**config.mk**
```make
export PLATFORM = sky130hd
export DESIGN_NAME = gcs_pick
export DESIGN_NICKNAME = d
export VERILOG_FILES = /design/src/rtl/core/gcs_pick.sv
export SDC_FILE = /design/constraint.sdc
export NUM_CORES = 1
export LEC_CHECK = 0
export BUFFER_PORTS_ARGS = -buffer_cell sky130_fd_sc_hd__buf_2
export CORE_MARGIN = 2
export CORE_UTILIZATION = 30
export DETAILED_ROUTE_END_ITERATION = 16
export GPL_TIMING_DRIVEN = 0
export PLACE_DENSITY = 0.67
export SLEW_MARGIN = 20
export SYNTH_ARGS = -nofsm -noshare
export SYNTH_HDL_FRONTEND = slang
export SYNTH_SLANG_ARGS = --single-unit
```
**constraint.sdc**
```tcl
create_clock -name vclk -period 3
set_input_delay 0.6 -clock vclk [all_inputs]
set_output_delay 0.6 -clock vclk [all_outputs]
set_load 0.01 [all_outputs]
```
**src/rtl/core/gcs_pick.sv**
```systemverilog
module gcs_pick
#(
    parameter int MAX_COLOURS = 32,
    parameter int CW          = 5
)
(
    input  logic [MAX_COLOURS-1:0] free_mask,
    output logic                   found,
    output logic [CW-1:0]          idx
);

    logic [MAX_COLOURS-1:0] lowest;

    // isolate the lowest free colour, then encode it
    assign lowest = free_mask & (~free_mask + MAX_COLOURS'(1));
    assign found  = |free_mask;

    always_comb
    begin
        idx = '0;
        for (int i = 0; i < MAX_COLOURS; i++)
        begin
            if (lowest[i])
            begin
                idx = idx | CW'(i);
            end
        end
    end

endmodule

```
* Word-level counts from Yosys, hierarchy flattened
Index checks and enable logic that the tools add are counted.
** Cells by class
- $add $sub $neg :: 1
- Reduce and logical (&&, ||, !) cells :: 1
- Bitwise operators :: 2
- Muxes and demuxes :: 31
** Operators by type and width (count)
- 5-bit two-way mux :: 16
- 32-bit by 1-bit adder with 32-bit output, second input constant :: 1
- 32-bit AND :: 1
- 4-bit two-way mux :: 8
- 32-bit NOT :: 1
- 32-bit OR reduction :: 1
- 3-bit two-way mux :: 4
- 2-bit two-way mux :: 2
- 1-bit two-way mux :: 1
** Word-level totals
- Register bits after elaboration :: 0
- Logic and storage cells :: 35
- Output and inout port bits :: 6
- Input bits :: 32

* Depth between registers and ports, before layout
- Word-level depth :: 34
- Gate-level depth with buffers :: 5
- Mapped depth without buffers :: 5

* Worst setup path after synthesis
No wires, ideal clock.
- Path type :: input-to-output
- Start point :: in free_mask[21]
- End point :: out idx[1]
- Stages on the path :: 5
- Path slack :: 0.586 ns
- Data required time :: 2.400 ns
- Path buffers :: 0
- Arrival time :: 1.814 ns
- Path through :: or4_4 > nor4b_2 > nand2_1 > a21bo_1 > nand4b_1
** On the way
- Longest elaborated chain between the ends :: 13
** RTL lines
- start: declaration :: line 7 : input logic [MAX_COLOURS-1:0] free_mask,
- 32-bit NOT (*) :: line 15 : assign lowest = free_mask & (~free_mask + MAX_COLOURS'(1));
- 32-bit by 1-bit adder with 32-bit output (*) :: line 15
- 32-bit AND (*) :: line 15
- 5-bit two-way mux (9 in a row) :: line 23 : if (lowest[i])
- 5-bit two-way mux (*) :: line 23
- end: declaration :: line 9 : output logic [CW-1:0] idx
Every way passes the cells marked *; elsewhere a longest branch is shown, timed or not.

* Worst setup path in the final report
- Start point :: in free_mask[7]
- End point :: out idx[0]
** On the way
- Longest elaborated chain between the ends :: 28
** RTL lines (line)
- 32-bit NOT :: 15
- 32-bit by 1-bit adder with 32-bit output :: 15
- 32-bit AND (*) :: 15
- 3-bit two-way mux :: 23
- 4-bit two-way mux (8 in a row) :: 23
- 5-bit two-way mux (15 in a row) :: 23
- 5-bit two-way mux (*) :: 23
Marks and branches as above.

==> results.ini <==
[run_status]
status = completed

[critical_path]
cp_slowest_cell = nor4_2
startpoint_type = input pin
crit_cells = 7
path_delay_family = simple AND/OR/NAND/NOR gates
slowest_delay_ps = 430
worstPathRequired_ps = 2400
cp_max_fo = 10
cp.arrival_ps = 2160
cp-end-kind = output port
critical_path.n_buffers_inverters = 2
crit_chain = buf_2 > nor4_2 > nand4_2 > nor3_4 > and4b_1 > or4_1 > buf_2
path_class = input pin to output port
cp_common_cell = buf_2

[power_and_ir_drop]
p_leak_nw = 0.332
powerDensity_nw_per_um2 = 95.1
power.total_mw = 0.0764
vdd_drop_max_mv = 0.0367

[synth]
syn_inst = 88
synth.largest_area_cell = nor2_1
yosysSeqAreaShare_pct = 0
syn_nets = 120
synthDistinctLibCells = 39
yosysWarnings = 0
syn_area_per_cell_um2 = 6.61
yosys-top-cells-area = nor2_1, nand2_1, a21oi_1
synth.top_cell.area_share_pct = 7.74
synth_area_um2 = 582

[finish]
final-seq-area_um2 = 0
diodes = 0
num-nets-final = 160
layout-drive-gt1-share_pct = 38.9
layout_commonest_cell = buf_2
final_cell_mix = buf_2, nor2_1, nand2_1, inv_1, a21oi_1
multi_input_area_um2 = 563
fill_cells = 190
clock_buffers = 0
area_growth_pct = 38.1
seq_cell_count = 0

[worst_hold_path]
hp-class = input pin to output port
hold_depth = 4

[timing]
rsz0062_at_grt = false
fin_crit_sh_pct = 92.0
setup_viol_count_final = 0
relSlewSlack_pct = 68.8
hold_ws_ps = 1510
slew_violations = 0
worst_slew_pin_slew_ps = 464
fmax_mhz = 362
setup_tns_ps = 0
finalHoldViolCount = 0
period_minus_slack_ps = 2760

[route]
met1Wirelength_um = 861
wl_met3_um = 69
dr_wl_met2_um = 817
wirelength_mm = 1.75
firstDrtPassIters = 4
num_vias = 825
top_layer_used = met3
ant_nets = 0
wl_per_cell_um = 11.6
route.detailed.drc = 0
initialDrtViolationCount = 26
routed_via_density = 5.46

[placed_design]
io_buffers = 38
post-dp-hpwl_mm = 1.54
gp_congestion = 0.755

[floorplan]
die_x_um = 48.0
ios = 38
fp.dieH_um = 48.0
coreArea_um2 = 1780
rows = 15
die-area_um2 = 2310
initial_core_util_pct = 32.6

[global_route]
track_usage_pct = 15.2
grt_remaining_overflow = 0
antenna_found_initial = 0
grt_pass1_wl_mm = 2.64
grt_max_degree = 11
grt_pass1_vias = 665

[run]
cap_violations = 0

[clock_network]
cts_hold_repair.buffers = 0
post_cts_buffers = 0
cts_resized = 0

[kinds of logic after synthesis]
kind of cell,synth area share (%)
compound gates,32.3
simple gates,64.5
buf+inv,3.23
[final timing paths]
kind,end,slack (ps),from
hold / removal,found,1510,free_mask[31]
setup / recovery,idx[0],240,free_mask[7]
[Yosys cell counts]
master	count
nor4_2	2
nor2b_1	3
nor3_1	4
nor4_1	4
nor4_4	1
nand3_1	4
a31oi_1	2
nand2b_1	3
nor3_4	1
o2111ai_1	1
a21oi_1	5
inv_1	5
nor3b_1	1
o21ba_2	1
a311oi_1	1
o32ai_1	2
nand4b_1	1
nor2_2	1
a41oi_1	2
o221ai_1	2
or4_1	1
o211ai_1	1
and3_1	2
or4_4	1
nor2_1	12
nor4b_1	1
or3_1	3
or2_2	2
nor4b_2	1
o21ai_0	1
a32oi_1	1
nand2_1	7
and4b_1	1
or2b_1	1
a211oi_1	1
a21bo_1	1
o21bai_1	3
a221oi_1	1
nand4_2	1
[layer usage]
metal	up-vias	GRT usage (%)
met2	22	26.4
met5	-	0
met3	0	0
li1	436	-
met1	367	22.5
met4	0	0
[tightest hold or removal path: cells and delay by family]
| kind | cells | cell delay [ps] |
|---|---|---|
| buffers and inverters | 2 | 210 |
| AND/OR/NAND/NOR | 2 | 90 |
[layout make-up]
cell class                 instances  area share [%]
inverter                           5            2.34
multi-input combinational         83            70.1
tap                               25            3.89
timing repair buffer              38            23.7
[power breakdown]
group | switching (mW) | total (mW) | internal [mW]
Sequential | 0 | 0 | 0
Combinational | 0.0425 | 0.0764 | 0.0339
Clock | 0 | 0 | 0
Total | 0.0425 | 0.0764 | 0.0339
[stage by stage]
stage,std cells,util (%),area [µm²],worst slack (ps)
2_1_floorplan,88,-,582,586
3_3_place_gp,151,45.1,803,244
3_5_place_dp,151,45.1,803,220
4_1_cts,151,45.1,803,220
5_1_grt,151,45.1,803,92.2
6_report,151,45.1,803,239
No activity file was read; power rests on OpenSTA's default activity.
