--- config.mk ---
export PLATFORM = sky130hd
export DESIGN_NAME = gcs_adj_ram
export DESIGN_NICKNAME = d
export VERILOG_FILES = /design/src/rtl/core/gcs_adj_ram.sv
export SDC_FILE = /design/constraint.sdc
export NUM_CORES = 2
export LEC_CHECK = 0
export ABC_AREA = 1
export BUFFER_PORTS_ARGS = -buffer_cell sky130_fd_sc_hd__buf_2
export CAP_MARGIN = 20
export CORE_ASPECT_RATIO = 1.25
export CORE_UTILIZATION = 35
export DETAILED_ROUTE_END_ITERATION = 10
export PLACE_DENSITY_LB_ADDON = 0.3
export RECOVER_POWER = 25
export REMOVE_ABC_BUFFERS = 1
export SYNTH_ARGS = -nofsm -noshare
export SYNTH_HDL_FRONTEND = slang
export SYNTH_SLANG_ARGS = --single-unit
--- constraint.sdc ---
create_clock -name clk -period 1.65 [get_ports clk]
set_input_delay 0.33 -clock clk [delete_from_list [all_inputs] [get_ports clk]]
set_output_delay 0.33 -clock clk [all_outputs]
set_load 0.02 [all_outputs]
--- src/rtl/core/gcs_adj_ram.sv ---
module gcs_adj_ram
#(
    parameter int NODES = 64,
    parameter int AW    = 6
)
(
    input  logic             clk,
    input  logic             rst_n,
    input  logic             rd_en,
    input  logic [AW-1:0]    rd_addr,
    output logic [NODES-1:0] rd_data,
    input  logic             wr_en,
    input  logic [AW-1:0]    wr_addr,
    input  logic [NODES-1:0] wr_data
);

    logic [NODES-1:0] mem [NODES];
    logic [NODES-1:0] row_vld_reg;
    logic [NODES-1:0] rd_data_reg;
    logic             rd_vld_reg;

    // row valid bits: a row never written reads as empty
    always_ff @(posedge clk or negedge rst_n)
    begin
        if (!rst_n)
        begin
            row_vld_reg <= '0;
            rd_vld_reg  <= 1'b0;
        end
        else
        begin
            if (wr_en)
            begin
                row_vld_reg[wr_addr] <= 1'b1;
            end
            if (rd_en)
            begin
                rd_vld_reg <= row_vld_reg[rd_addr];
            end
        end
    end

    always_ff @(posedge clk)
    begin
        if (wr_en)
        begin
            mem[wr_addr] <= wr_data;
        end
        if (rd_en)
        begin
            rd_data_reg <= mem[rd_addr];
        end
    end

    assign rd_data = rd_vld_reg ? rd_data_reg : '0;

endmodule

======== Yosys cells after proc, flatten, opt, wreduce, memory -nomap -nowiden ========
Memory sizes are Yosys's and may differ from the RTL's. A register that Yosys moved wholly into a read port is not among the register bits.
Cells that the tools add are included.
storage, ports and cells
  output and inout port bits .............. 64
  logic and storage cells ................. 15
  register bits ........................... 65
  memories kept ........................... 1
  memory bits (writable) .................. 4096
cells by class
  bitwise logic cells ..................... 1
  mux-type cells .......................... 7
  order comparisons ....................... 3
  reduce and logical (&&, ||, !) cells .... 1
memory list
  name  depth  bits a word  read ports  clocked after memory_dff  write ports  RTL line  text
  mem   64     64           1           1                         1            17        logic [NODES-1:0] mem [NODES];
operators by type and width
  operator                                                               number
  64-bit 2-to-1 mux                                                      1
  64-bit OR                                                              1
  6-bit by 7-bit < comparator with 1-bit output, second input constant   2
  1-bit binary-select mux with 6-bit select                              1
  1-bit demux with 6-bit select                                          1
  6-bit by 1-bit >= comparator with 1-bit output, second input constant  1
  1-bit 2-to-1 mux                                                       4
  1-bit logical AND                                                      1

======== Depth between registers and ports, before layout ========
  depth after elaboration ................. 5
  depth in mapped cells ................... 13
  gate-level depth less buffers ........... 9

======== Least setup slack after synthesis ========
Ideal clock, no wire load.
  path kind ............................... input -> register
  from .................................... input port wr_addr[1]
  to ...................................... register row_vld_reg[50]
  path buffers ............................ 1
  data required time ...................... 1.546 ns
  path slack .............................. -6.106 ns
  arrival ................................. 7.653 ns
  cell stages on the path ................. 4
  library setup time ...................... 0.104 ns
  cells stage by stage .................... clkbuf_1 > clkinv_1 > nor4_1 > or2_2
between the ends
  cells in the longest elaborated chain, start to end .. 5
  elaborated cells between the ends (all ways) .. 6
  classes of those cells .................. order compare (2); mux (2); bitwise (1); reduce/logical (1)
ends and longest elaborated chain
  item                                                                                                                                   RTL line  text
  from (decl)                                                                                                                            13        input logic [AW-1:0] wr_addr,
  6-bit by 7-bit < comparator with 1-bit output (not written as such) or 6-bit by 1-bit >= comparator with 1-bit output (tied branches)  34        row_vld_reg[wr_addr] <= 1'b1;
  1-bit logical AND (not written as such)                                                                                                34
  1-bit 2-to-1 mux (not written as such)                                                                                                 34
  1-bit demux with 6-bit select (*)                                                                                                      34
  64-bit OR (no source line) (*)                                                                                                         n/a
  to (signal assigned)                                                                                                                   27        row_vld_reg <= '0;
  to (signal, indexed assignment)                                                                                                        34
  to (decl)                                                                                                                              18        logic [NODES-1:0] row_vld_reg;
Mark *: on every way between the ends. The rest lies on a longest branch, timed or not.
A chain may end at the register's enable or synchronous reset.

======== Worst setup path in the final report ========
  from .................................... register rd_vld_reg
  to ...................................... output port rd_data[59]
between the ends
  cells in the longest elaborated chain, start to end .. 1
ends and longest elaborated chain
  item                    RTL line  text
  from (decl)             20        logic rd_vld_reg;
  from (signal assigned)  38        rd_vld_reg <= row_vld_reg[rd_addr];
  64-bit 2-to-1 mux       55        assign rd_data = rd_vld_reg ? rd_data_reg : '0;
  to (decl)               11        output logic [NODES-1:0] rd_data,
Every way passes these cells.

==> flow_metrics.py <==
metrics = {
    "pwr": {
        "p_per_area_mw_per_mm2": 1110,
        "leakage_uw": 0.0735,
        "vdd_drop_max_uv": 903,
    },
    "placed_design": {
        "placed_area_mm2": 0.192,
        "io_buffers": 143,
        "dp.cells": 20500,
        "detailed_place_hpwl_um": 365000,
        "gp_congestion": 0.849,
        "dp_slack_ps": -757,
    },
    "timing": {
        "max_slew_margin_pct": 6.29,
        "fin_crit_sh_pct": 155,
        "slew_violations": 0,
        "setup_slack_ps": -903,
        "whs_ps": -28.4,
        "rsz0062_at_grt": "true",
        "setup_viol": 64,
        "fmax_mhz": 392,
        "tightest_slew_ps": 1410,
        "finClkSkew_ps": 63.8,
        "tns_ps": -54260,
        "hold_violations": 11,
        "fin_crit_ps": 2550,
    },
    "floorplanning": {
        "ioPinCount": 144,
        "core_mm2": 0.478,
        "dieArea_mm2": 0.483,
        "die_width_um": 622,
        "initial_core_util_pct": 35.1,
        "placementRows": 284,
        "die_height_um": 777,
    },
    "synth": {
        "synthXorXnorAreaFrac_pct": 0,
        "synth_compound_area_share_pct": 3.24,
        "synth_top_family_by_area": "simple AND/OR/NAND/NOR gates",
        "ys_seq_elements": 4225,
        "netlist-cell-type-count": 21,
        "netlist_instances": 13600,
        "synth.area.mux_share_pct": 0,
        "synthSimpleGateAreaFrac_pct": 18.4,
        "yosys_warnings": 0,
        "syn_area_mm2": 0.168,
        "synth_fa_ha_area_share_pct": 0,
        "avgSynthCellArea_um2": 12.4,
        "ys_seq_area_share_pct": 75.3,
    },
    "finish": {
        "fin_area_mm2": 0.207,
        "fillCellCount": 43500,
        "stdcell_count": 21300,
        "drive_above_1_share_pct": 15.5,
        "largest_register_ffs": 4096,
        "syn2layout_area_growth_pct": 23.1,
        "nets": 14800,
    },
    "run_status": {
        "status": "complete, but fails checks",
        "violations": "negative hold slack, negative setup slack",
    },
    "global_route": {
        "grt_max_degree": 66,
        "grt_pass1_wl_um": 818000,
        "grt_pass1_vias": 111000,
        "antenna_found_initial": 24,
        "track_usage_pct": 23.2,
        "grt_overflow_total": 0,
    },
    "clocking": {
        "clk_pin_slew_ps": 60,
        "cts_tree": "yes",
        "clockBufferDepth": 4,
        "cts_made_buffers": 406,
        "cts.sinks": 4225,
        "htreeDepth": 5,
        "insertion_delay_ps": 1000,
        "clockRootBuffer": "clkbuf_16",
    },
    "worst_setup_path": {
        "crit_type": "flip-flop to output port",
        "end_kind": "output port",
        "worstPathRequired_ps": 1320,
        "r2r_start": "mem[41][4]",
        "crit_slowest_cell": "dfrtp_4",
        "crit_chain": "buf_12, buf_16, nand2_1, inv_1, buf_2",
        "start_kind": "flip-flop",
        "startpoint": "rd_vld_reg",
        "worstPathBufferInverterCount": 4,
        "slowest_delay_ps": 530,
        "arrival_ps": 2220,
        "cp_max_fo": 21,
        "reg2reg_slack_ps": 100,
        "cp_top_family": "flip-flops",
    },
    "detailed_routing": {
        "vias": 116000,
        "first_pass_iters": 8,
        "drc": 0,
        "drt_iter0_drc": 14000,
        "via_per_inst": 5.44,
        "totalWireLength_um": 577000,
        "ant_nets": 0,
        "post_drt_wl_per_cell_um": 27.1,
    },
    "hold_path": {
        "hold_path_class": "primary input to asynchronous set/reset pin",
    },
    "run": {
        "maxCapViolCount": 0,
    },
}
==> routing by layer <==
metal,GRT usage [%],vias up,routed length (µm)
met5,0,-,111
li1,-,51000,-
met1,30.8,58500,230000
met4,8.92,18,24100
met3,3.26,1036,45400
met2,38.8,5355,277000
==> where the power goes <==
part	switching [µW]	internal [µW]	total, µW
Clock	41300	52600	93900
Sequential	581	119000	120000
Combinational	11000	5740	16700
==> cells in the mapped netlist (all sizes together) <==
cell type,instances,share of area [%]
nand3,3014,9.0
nand2,3527,7.9
clkbuf,353,0.79
dfrtp,65,0.97
nor3,5,0.015
edfxtp,4160,74
o21ai,640,1.9
clkinv,2,0.0045
nor2,568,1.3
buf,565,1.8
o22ai,256,0.95
inv,203,0.46
nor4,8,0.030
nand4,4,0.015
a21oi,128,0.38
or2,64,0.24
==> metrics by stage <==
stage,total power [µW],util (%)
2_1_floorplan,129000,-
3_3_place_gp,138000,40.2
3_5_place_dp,138000,40.2
4_1_cts,231000,43.0
5_1_grt,236000,43.3
6_report,230000,43.3
==> cells in the final DEF (no fill, tap or decap), drive strengths merged <==
cell type	n
clkinv	176
buf	1517
nand4	4
dfrtp	65
bufinv	43
clkinvlp	14
clkbuf	566
a21oi	128
or2	64
nand3	3014
nor4	8
diode	7
edfxtp	4160
nor3	5
dlygate4sd3	53
o21ai	640
nand2	3527
o22ai	256
nor2	568
inv	210
==> repair_timing <==
item | in CTS | in global routing
hold buffers | 19 | 35
setup buffers | 4 | 1
resized for setup | 70 | 113
gates cloned | 1 | 3
hold endpoints to repair | 510 | 1775
endpoints found under the setup margin | 64 | 85
==> cells by family after synthesis <==
group / Yosys count
simple gates: 7190
compound gates: 1024
flops: 4225
buf+inv: 1123
==> final cells by class <==
type	instances	area [µm²]	area share, %
clock buffer	495	10600	5.14
inverter	205	853	0.412
antenna	7	17.5	0.00847
timing repair buffer	1641	21400	10.3
clock inverter	238	2450	1.18
tap	6292	7870	3.81
sequential	4225	127000	61.2
multi-input combinational	8214	37100	18.0
==> final timing paths <==
path                                   endpoint  cells past startpoint
min in group clk                    mem[48][52]                      4
worst min register to register  row_vld_reg[56]                      1
worst max register to register   rd_data_reg[4]                      8
worst max-delay path                rd_data[59]                      5
worst min-delay path            row_vld_reg[26]                      2
max in group asynchronous       row_vld_reg[52]                      3
Power figures use the tool's default switching activity.
