--- src/rtl/core/gcs_colour_store.sv ---
module gcs_colour_store
#(
    parameter int NODES = 64,
    parameter int AW    = 6,
    parameter int CW    = 5
)
(
    input  logic          clk,
    input  logic          rst_n,
    input  logic          rd_en,
    input  logic [AW-1:0] rd_addr,
    output logic [CW-1:0] rd_colour,
    input  logic          wr_en,
    input  logic [AW-1:0] wr_addr,
    input  logic [CW-1:0] wr_colour,
    input  logic [AW-1:0] chk_addr,
    output logic          chk_alloc,
    input  logic [AW-1:0] own_addr,
    output logic          own_alloc
);

    logic [CW-1:0]    mem [NODES];
    logic [CW-1:0]    rd_colour_reg;
    logic [NODES-1:0] alloc_reg;

    always_ff @(posedge clk or negedge rst_n)
    begin
        if (!rst_n)
        begin
            alloc_reg <= '0;
        end
        else if (wr_en)
        begin
            alloc_reg[wr_addr] <= 1'b1;
        end
    end

    // colour entries hold garbage until their allocated bit is set
    always_ff @(posedge clk)
    begin
        if (wr_en)
        begin
            mem[wr_addr] <= wr_colour;
        end
        if (rd_en)
        begin
            rd_colour_reg <= mem[rd_addr];
        end
    end

    assign rd_colour = rd_colour_reg;
    assign chk_alloc = alloc_reg[chk_addr];
    assign own_alloc = alloc_reg[own_addr];

endmodule

--- config.mk ---
export PLATFORM = sky130hd
export DESIGN_NAME = gcs_colour_store
export DESIGN_NICKNAME = d
export VERILOG_FILES = /design/src/rtl/core/gcs_colour_store.sv
export SDC_FILE = /design/constraint.sdc
export NUM_CORES = 1
export LEC_CHECK = 0
export BUFFER_PORTS_ARGS = -buffer_cell sky130_fd_sc_hd__buf_2
export CORE_MARGIN = 10
export CORE_UTILIZATION = 45
export DETAILED_ROUTE_END_ITERATION = 6
export GPL_ROUTABILITY_DRIVEN = 0
export PLACE_DENSITY = 0.64
export SLEW_MARGIN = 20
export SYNTH_ARGS = -nofsm -noshare
export SYNTH_HDL_FRONTEND = slang
export SYNTH_SLANG_ARGS = --single-unit
--- constraint.sdc ---
create_clock -name clk -period 2 [get_ports clk]
set_input_delay 0.3 -clock clk [delete_from_list [all_inputs] [get_ports clk]]
set_output_delay 0.3 -clock clk [all_outputs]
set_load 0.005 [all_outputs]
== Word-level counts from Yosys, hierarchy flattened ==
Memory sizes are Yosys's and may differ from the RTL's. A register that Yosys moved wholly into a read port is not among the register bits.
Index checks and enable logic that the tools add are counted.

* Bits in registers: 64
* Memory bits (writable): 320
* Output and inout port bits: 7
* Memories kept: 1

{| class="wikitable"
|+ Memory list
! name !! depth !! width !! read ports !! clocked after Yosys merged registers in !! write ports !! RTL line !! source
|-
| mem || 64 || 5 || 1 || 1 || 1 || 22 || <nowiki>logic [CW-1:0] mem [NODES];</nowiki>
|}

* Magnitude comparators: 4
* Mux-type cells: 8
* Bitwise operators: 1
* Reductions and logical operators: 1

{| class="wikitable"
|+ Operator list
! cell !! number
|-
| bitwise OR 64 bit || 1
|-
| less-than comparator 6 x 7 -> 1 bit (second input constant) || 3
|-
| binary-select mux 1 bit (select 6 bit) || 2
|-
| demux 1 bit (select 6 bit) || 1
|-
| >= comparator 6 x 1 -> 1 bit (second input constant) || 1
|-
| two-way mux 1 bit || 5
|-
| logical AND 1 bit || 1
|}

== Logic depth before layout (Yosys ltp) ==
Gate-level depths: netlist (run 1).

* Depth in word-level cells: 5
* Mapped depth: 6

== Worst setup path before layout (run 1) ==
OpenSTA, ideal clock, no wires.

* Path type: in2out
* Start: in chk_addr[0]
* End: out chk_alloc
* Data arrival time: 1.763 ns
* Required time: 1.700 ns
* Setup slack: -0.063 ns
* Cell stages on the path: 6
* Buffers on the path: 2
* Cells stage by stage: buf_6 buf_12 mux4_2 a22oi_2 a31oi_1 or4_1

* Word-level cells in the longest chain between the ends: 2

{| class="wikitable"
|+ Ends and longest elaborated chain
! what !! RTL line !! source
|-
| from (decl) || 16 || <nowiki>input logic [AW-1:0] chk_addr,</nowiki>
|-
| binary-select mux 1 bit (select 6 bit) || 52 || <nowiki>assign chk_alloc = alloc_reg[chk_addr];</nowiki>
|-
| two-way mux 1 bit (not written as such) || 52 ||
|-
| to (decl) || 17 || <nowiki>output logic chk_alloc,</nowiki>
|}

No other way between the ends. The select of a mux whose other input is x is not followed.

== Worst setup path after layout (run 1) ==
* Start: reg alloc_reg[45]
* End: out chk_alloc

* Word-level cells in the longest chain between the ends: 2

{| class="wikitable"
|+ Ends and longest elaborated chain
! what !! RTL line !! source
|-
| from (decl) || 24 || <nowiki>logic [NODES-1:0] alloc_reg;</nowiki>
|-
| from (signal assigned) || 30 || <nowiki>alloc_reg <= '0;</nowiki>
|-
| from (signal, indexed assignment) || 34 || <nowiki>alloc_reg[wr_addr] <= 1'b1;</nowiki>
|-
| binary-select mux 1 bit (select 6 bit) || 52 ||
|-
| two-way mux 1 bit (not written as such) || 52 ||
|}

No other way between the ends. The select of a mux whose other input is x is not followed.

==> results of run 1 <==
## worst paths after layout
kind,to,cells past startpoint,from
min in group asynchronous,alloc_reg[8],2,rst_n
hold reg to reg,alloc_reg[50],1,alloc_reg[50]
max in group asynchronous,alloc_reg[31],3,rst_n
setup reg to reg,rd_colour[0],4,mem[35][0]
hold / removal,rd_colour[4],1,rd_en
setup / recovery,chk_alloc,5,alloc_reg[45]
## timing repair
item                                    4_1_cts  5_1_grt
endpoints found under the setup margin        2        3
pin swaps                                     3        2
gates cloned                                  0        0
hold buffers                                  1        0
gates resized for setup                       2        3
setup buffers                                 2        0
hold endpoints to repair                     20        0
## report_power, final
| part | switching, µW | internal, µW | leakage [µW] | total [µW] |
|---|---|---|---|---|
| clock | 2880 | 4130 | 0.000598 | 7010 |
| sequential | 239 | 9100 | 0.00373 | 9340 |
| combinational | 729 | 847 | 0.00238 | 1580 |
## area by class of cell
cell class,instances,area [µm²]
multi-input combinational,400,4300
clock inverter,12,111
fill,2719,15800
tap,455,569
sequential,389,11400
inverter,3,11.3
clock buffer,58,1120
timing repair buffer,174,1450
## routing by layer
metal	share of wire	global-route usage
met4	0.017	0.0446
met3	0.067	0.0274
met2	0.46	0.260
met1	0.46	0.251
met5	0	0
## cell families after synthesis
kind of cell / synth area share
flops: 0.715
simple gates: 0.0720
mux: 0.169
compound gates: 0.0289
buf+inv: 0.0143
## through the flow
stage           util  setup TNS [ns]  power (µW)  hold WS (ns)  instances
2_1_floorplan      -         -0.0627       10300       0.00441        835
3_3_place_gp   0.508           -2.06       11000         0.288       1418
3_5_place_dp   0.508           -2.10       11000         0.294       1418
4_1_cts        0.545           -1.38       18000        0.0356       1491
5_1_grt        0.545           -1.51       18500        0.0476       1491
6_report       0.545           -1.37       17900        0.0519       1491
## cell usage after synthesis (3+ instances only)
cell type / number / area share
or3b_2: 5 / 0.0028
and3b_1: 3 / 0.0017
edfxtp_1: 325 / 0.61
nor3b_1: 3 / 0.0014
mux2i_1: 8 / 0.0050
buf_2: 13 / 0.0041
a21oi_1: 3 / 0.00095
buf_1: 6 / 0.0014
nand3_1: 17 / 0.0054
nand4_1: 3 / 0.0012
nand2_1: 14 / 0.0033
a211oi_1: 4 / 0.0019
mux4_1: 11 / 0.018
a31oi_1: 4 / 0.0016
o221ai_1: 5 / 0.0028
nand2b_1: 4 / 0.0016
inv_1: 3 / 0.00071
nor3_1: 4 / 0.0013
o22ai_1: 14 / 0.0055
a22oi_1: 16 / 0.0076
nor2_1: 70 / 0.017
dfrtp_1: 64 / 0.10
nor2b_1: 12 / 0.0047
nand3b_1: 9 / 0.0043
mux4_2: 102 / 0.14
o21ai_0: 3 / 0.00095
or2_2: 61 / 0.024
clkbuf_1: 19 / 0.0045
o21bai_1: 3 / 0.0014
## critical path, delay by kind of cell, from the launching register on
kind | cells | cell delay (ns)
and+or+nand+nor | 1 | 0.56
buffers and inverters | 1 | 0.15
muxes | 1 | 0.49
DFF | 1 | 0.42
AOI/OAI and AO/OA | 2 | 0.30
==> results.json, run 1 <==
{
  "min_period_over_period": 1.37,
  "clock_skew_ns": 0.0130,
  "drcViolationCount": 0,
  "tritoncts.num_buffers": 39,
  "timing.critical_path.fanout_max": 3,
  "wirelength_mm": 37.3,
  "crit_slowest_cell": "or4_1",
  "max-slew-margin-rel": 0.646,
  "rows": 68,
  "ir_drop_mv": 0.581,
  "hold_viol_final": 0,
  "failed_checks": "setup timing",
  "finalSetupViolCount": 2,
  "die_area_um2": 43200,
  "io_buffers": 39,
  "synth.ff_latch_count": 389,
  "ant_nets": 0,
  "detail_route.wl_per_cell_um": 25.0,
  "class_of_the_most_critical_hold_timing_path": "input pin to register",
  "final_max_slew_viol_count": 0,
  "grt_start_max_net_pins": 65,
  "synthToLayoutAreaGrowth_pct": 19.1,
  "result_of_the_run": "finished, violations left",
  "post_place_worst_slack_ns": -0.437,
  "global_route_wire_length_before_repair_mm": 56.9,
  "critical_path_arrival_ns": 2.45,
  "initialDrtViolationCount": 802,
  "synth.yosys.seq_area_share": 0.715,
  "powerDensity_nw_per_um2": 947,
  "largest_register_ffs": 320,
  "rsz0062_at_grt": "yes",
  "drt_pre_antenna_iters": 5,
  "synth.avg_cell_area_um2": 19.0,
  "delay_of_the_slowest_critical_path_stage_ns": 0.56,
  "drv_cap": 0,
  "clkSinkCount": 389,
  "post_cts_clock_slew_at_the_launch_and_capture_registers_of_the_worst_setup_and_hold_paths_ns": 0.06,
  "grt.overflow.total": 0,
  "ctsLongestPathBuffers": 3,
  "h-tree-depth": 2,
  "grt_antenna_before_repair": 1,
  "ys.flop_type": "edfxtp_1",
  "cp_cell_sequence": "mux4_2 > a22oi_2 > a31oi_1 > or4_1 > buf_2",
  "tritoncts": "built",
  "period_needed_ns": 2.75,
  "final_common_cell": "edfxtp_1",
  "vias_per_cell": 5.81,
  "post_syn_instances": 835,
  "first_global_vias": 8945,
  "power_leakage_uw": 0.00671,
  "timing.critical_path.from_type": "register",
  "starting_density": 0.457,
  "antenna_cells_inserted": 0,
  "synth_fp_nets": 868,
  "synth_enable_flop_cells": 325,
  "synth-async-reset-ratio": 0.165,
  "syn_area_um2": 15900,
  "top_level_port_count": 40,
  "ys.warnings.count": 0,
  "instance_area_after_placement_um2": 17600,
  "synth_cell_type_count": 47,
  "fin_ws_ns": -0.748,
  "finished_layout_cell_area_um2": 18900,
  "layout-drive-gt1-share": 0.387,
  "post-dp-hpwl_mm": 25.3,
  "finalNetCount": 1040,
  "rrSetupSlack_ns": 0.06,
  "path_type_of_the_worst_setup_path": "register to primary output",
  "fp.dieH_um": 208,
  "final_cell_mix": "edfxtp_1 (325), buf_4 (117), mux4_2 (103)",
  "fp.coreArea_um2": 34700,
  "grt_usage": 0.171,
  "die-width_um": 208,
  "tightest_slew_ns": 0.526,
  "detailroute.via_count": 8665,
  "cts_root_buffer": "clkbuf_16",
  "worst_setup_path_end_kind": "primary output",
  "required_ns": 1.70,
  "worstSkewPairLatency_ns": 0.52,
  "upper_clock_frequency_limit_mhz": 364
}
Note: power is estimated with default switching activity, not from simulation.
==> run 2: changes to the inputs <==
SETUP_SLACK_MARGIN = 0.1   (was unset)
==> results.json, run 2 (synthesis results as in run 1) <==
{
  "timing.critical_path.from_type": "register",
  "crit_slowest_cell": "mux4_1",
  "p_int_uw": 14100,
  "failed_checks": "setup timing",
  "post_cts_clock_slew_at_the_launch_and_capture_registers_of_the_worst_setup_and_hold_paths_ns": 0.06,
  "ir_drop_mv": 0.766,
  "tritoncts.num_buffers": 39,
  "result_of_the_run": "finished, violations left",
  "switching_share": 0.218,
  "layout-drive-gt1-share": 0.395,
  "finalSetupViolCount": 2,
  "h-tree-depth": 2,
  "clkSinkCount": 389,
  "first_global_vias": 8826,
  "seq_area_um2": 11400,
  "top_level_port_count": 40,
  "wirelength_mm": 36.7,
  "rsz0062_at_grt": "yes",
  "power_switching_uw": 3920,
  "path_type_of_the_worst_setup_path": "register to primary output",
  "min_period_over_period": 1.36,
  "ctsLongestPathBuffers": 3,
  "upper_clock_frequency_limit_mhz": 369,
  "cp_cell_sequence": "mux4_1 > a22oi_1 > a311oi_1 > or4_1 > buf_2",
  "combPwrFrac": 0.088,
  "starting_density": 0.457,
  "final_common_cell": "edfxtp_1",
  "grt.overflow.total": 0,
  "grt_start_max_net_pins": 65,
  "timing.critical_path.fanout_max": 3,
  "largest_register_ffs": 320,
  "rows": 68,
  "hold_viol_final": 0,
  "fp.coreArea_um2": 34700,
  "detail_route.wl_per_cell_um": 24.6,
  "finished_layout_cell_area_um2": 18900,
  "tightest_slew_ns": 0.642,
  "critical_path_arrival_ns": 2.41,
  "grt_usage": 0.169,
  "path_delay_family": "multiplexers",
  "initialDrtViolationCount": 771,
  "fin_ws_ns": -0.712,
  "post-dp-hpwl_mm": 24.5,
  "drcViolationCount": 0,
  "worst_setup_path_end_kind": "primary output",
  "synthToLayoutAreaGrowth_pct": 19.0,
  "power_leakage_uw": 0.00670,
  "ant_nets": 0,
  "worstSkewPairLatency_ns": 0.52,
  "final_max_slew_viol_count": 0,
  "instance_area_after_placement_um2": 17600,
  "drv_cap": 0,
  "num-fill-cells": 2736,
  "power.sequential.fraction": 0.518,
  "multi_input_area_um2": 4320,
  "tritoncts": "built",
  "final_cell_mix": "edfxtp_1 (325), buf_4 (120), mux4_2 (105)",
  "detailroute.via_count": 8544,
  "fp.dieH_um": 208,
  "drt_pre_antenna_iters": 5,
  "delay_of_the_slowest_critical_path_stage_ns": 0.52,
  "clock_skew_ns": 0.00635,
  "cp.buffers_inverters": 1,
  "vias_per_cell": 5.73,
  "powerDensity_nw_per_um2": 953,
  "grt_antenna_before_repair": 1,
  "io_buffers": 39,
  "die_area_um2": 43200,
  "class_of_the_most_critical_hold_timing_path": "input pin to register",
  "max-slew-margin-rel": 0.572,
  "global_route_wire_length_before_repair_mm": 56.6,
  "required_ns": 1.70,
  "use_met2": 0.254,
  "post_place_worst_slack_ns": -0.450,
  "global_route.peak_usage_layer": "met2",
  "clock_power_share": 0.394,
  "finalNetCount": 1040,
  "die-width_um": 208,
  "gr-usage-met3": 0.0388,
  "period_needed_ns": 2.71,
  "cts_root_buffer": "clkbuf_16",
  "globalRouteMet1Util": 0.246,
  "antenna_cells_inserted": 0
}
## run 2: changes by cell type in the layout (fill, tap and decap cells not counted), sizes merged
cell	change
bufinv	+1
clkbuf	-10
clkinv	+6
clkinvlp	+1
inv	+2
## run 2: metrics by stage
step                std cells  hold WS, ns  TNS, ns  power, µW  utilization
finish                   1491       0.0734    -1.37      18000        0.544
detailed placement       1418        0.316    -2.13      11000        0.507
CTS                      1491       0.0593    -1.37      18100        0.544
global route             1491       0.0672    -1.49      18600        0.544
global placement         1418        0.310    -2.14      11000        0.507
floorplan                 835      0.00441  -0.0627      10300            -
## run 2: routing by layer
layer / up-vias / routed length (µm)
li1: 3741 / -
met5: - / 0
met1: 4430 / 16500
met4: 0 / 605
met3: 44 / 2870
met2: 329 / 16700
## run 2: area by class of cell
type / count / share of cell area
clock inverter: 22 / 0.00974
multi-input combinational: 400 / 0.228
inverter: 3 / 0.000596
timing repair buffer: 174 / 0.0740
tap: 455 / 0.0301
sequential: 389 / 0.601
clock buffer: 48 / 0.0557
## run 2: power groups by stage
| stage | clock, µW | combinational, µW | sequential (µW) |
|---|---|---|---|
| finish | 7090 | 1580 | 9330 |
| floorplan | 0 | 960 | 9370 |
| global route | 7530 | 1700 | 9360 |
| CTS | 7200 | 1590 | 9330 |
| global placement | 0 | 1520 | 9490 |
| detailed placement | 0 | 1540 | 9480 |
## run 2: worst paths after layout
check | startpoint | end | slack [ns] | depth (start not counted)
hold reg to reg | alloc_reg[18] | alloc_reg[18] | 0.50 | 1
hold / removal | rd_en | rd_colour[2] | 0.07 | 1
setup / recovery | alloc_reg[25] | chk_alloc | -0.71 | 5
max in group asynchronous | rst_n | alloc_reg[44] | 1.10 | 3
min in group asynchronous | rst_n | alloc_reg[25] | 0.30 | 2
setup reg to reg | mem[19][2] | rd_colour[2] | 0.12 | 4
## run 2: what timing repair did
action,in CTS,in global routing
setup endpoints to repair,5,4
pin swaps,4,0
gates cloned,0,0
setup buffers,2,0
hold endpoints to repair,22,0
hold buffers,1,0
gates resized for setup,10,3
==> run 3: changes to the inputs <==
CORE_UTILIZATION = 46   (was 45)
PLACE_DENSITY = 0.65   (was 0.64)
==> results.json, run 3 (synthesis results as in run 1) <==
{
  "result_of_the_run": "finished, violations left",
  "failed_checks": "setup timing",
  "class_of_the_most_critical_hold_timing_path": "input pin to register",
  "io_buffers": 39,
  "required_ns": 1.70,
  "max-slew-margin-rel": 0.538,
  "grt_start_max_net_pins": 65,
  "r2r_endpoint": "rd_colour[1]",
  "min_to": "rd_colour[0]",
  "synthToLayoutAreaGrowth_pct": 20.1,
  "fin_ws_ns": -0.749,
  "final_cell_mix": "edfxtp_1 (325), buf_4 (129), mux4_2 (105)",
  "worstSkewPairLatency_ns": 0.53,
  "detail_route.wl_per_cell_um": 24.7,
  "finalNetCount": 1050,
  "multi_input_area_um2": 4360,
  "starting_density": 0.470,
  "grt.overflow.total": 0,
  "initialDrtViolationCount": 885,
  "final_max_slew_viol_count": 0,
  "global_route_wire_length_before_repair_mm": 56.8,
  "path_type_of_the_worst_setup_path": "register to primary output",
  "clock_skew_ns": 0.0152,
  "powerDensity_nw_per_um2": 954,
  "min_from": "rd_en",
  "tritoncts": "built",
  "r2r.worst_path.cells": 4,
  "detailroute.via_count": 8690,
  "ctsLongestPathBuffers": 3,
  "dp.cells": 1419,
  "post-dp-hpwl_mm": 25.1,
  "grt_antenna_before_repair": 0,
  "post_place_worst_slack_ns": -0.440,
  "fp.dieH_um": 206,
  "tightest_slew_ns": 0.694,
  "hold_viol_final": 0,
  "upper_clock_frequency_limit_mhz": 364,
  "fp.coreArea_um2": 33800,
  "grt_usage": 0.179,
  "instance_area_after_placement_um2": 17700,
  "crit-reg2reg-launch": "mem[39][1]",
  "drv_cap": 0,
  "final_common_cell": "edfxtp_1",
  "worstHoldPathCells": 1,
  "finalSetupViolCount": 2,
  "drcViolationCount": 0,
  "rsz0062_at_grt": "yes",
  "final_cell_count_no_fill": 1496,
  "power_leakage_uw": 0.00680,
  "seq_area_um2": 11400,
  "first_global_vias": 8997,
  "largest_register_ffs": 320,
  "post_cts_clock_slew_at_the_launch_and_capture_registers_of_the_worst_setup_and_hold_paths_ns": 0.06,
  "timing.critical_path.from_type": "register",
  "antenna_cells_inserted": 0,
  "clkSinkCount": 389,
  "ant_nets": 0,
  "wl_met2_mm": 17.1,
  "period_needed_ns": 2.75,
  "min_period_over_period": 1.37,
  "finished_layout_cell_area_um2": 19100,
  "wirelength_met1_mm": 16.5,
  "critical_path_arrival_ns": 2.45,
  "timing.setup.tns_ns": -1.39,
  "cts_root_buffer": "clkbuf_16",
  "die-width_um": 206,
  "top_level_port_count": 40,
  "worst_setup_path_end_kind": "primary output",
  "layout-drive-gt1-share": 0.416,
  "vias_per_cell": 5.81,
  "die_area_um2": 42400,
  "highest-signal-layer": "met4",
  "tritoncts.num_buffers": 40,
  "rows": 67,
  "wl_met3_mm": 2.68,
  "ir_drop_mv": 0.736,
  "drt_pre_antenna_iters": 6,
  "num-fill-cells": 2556,
  "wirelength_mm": 37.0,
  "timing.critical_path.fanout_max": 3,
  "rrSetupSlack_ns": 0.12,
  "h-tree-depth": 2
}
## run 3: changes by cell type in the layout (fill, tap and decap cells not counted), sizes merged
cell,before,now
bufinv,3,2
clkbuf,48,50
clkinvlp,2,1
clkinv,15,17
buf,173,182
inv,5,6
## run 3: critical path, stage by stage, from the launching register on
cell      delay (ns)
dfrtp_1         0.40
mux4_2          0.48
o311ai_2        0.24
a211oi_1        0.09
or4_1           0.56
buf_2           0.15
## run 3: cell type report
cell class,count,area share
sequential,389,0.596
multi-input combinational,400,0.229
timing repair buffer,183,0.0784
clock buffer,50,0.0577
tap,448,0.0294
clock inverter,23,0.00951
inverter,3,0.000590
## run 3: report_power, final
group / total [µW] / internal [µW] / switching (µW)
sequential: 9340 / 9100 / 240
combinational: 1640 / 892 / 744
clock: 7230 / 4180 / 3050
## run 3: worst max path at each step
| stage | from | endpoint | cells past startpoint |
|---|---|---|---|
| 4_1_cts | alloc_reg[45] | chk_alloc | 5 |
| 3_5_place_dp | chk_addr[0] | chk_alloc | 7 |
| 6_report | alloc_reg[37] | chk_alloc | 5 |
| 2_1_floorplan | chk_addr[0] | chk_alloc | 6 |
| 5_1_grt | alloc_reg[35] | chk_alloc | 5 |
| 3_3_place_gp | chk_addr[0] | chk_alloc | 7 |
## run 3: metrics by stage
step | util | hold slack (ns) | total power, µW
after floorplan | - | 0.00441 | 10300
after global placement | 0.523 | 0.339 | 11000
after detailed placement | 0.523 | 0.336 | 11100
after CTS | 0.563 | 0.0454 | 18300
after global routing | 0.565 | 0.0590 | 18800
final | 0.565 | 0.0588 | 18200
## run 3: layer usage
layer,GRT usage,up-vias
met2,0.271,337
met5,0,-
met4,0.0480,0
met1,0.259,4542
li1,-,3763
met3,0.0362,48
## run 3: what timing repair did
item,in CTS,in global routing
gates cloned,0,0
setup endpoints to repair,5,7
hold endpoints to repair,64,0
pin swaps,5,4
setup buffers,3,0
gates resized for setup,5,17
hold buffers,1,0
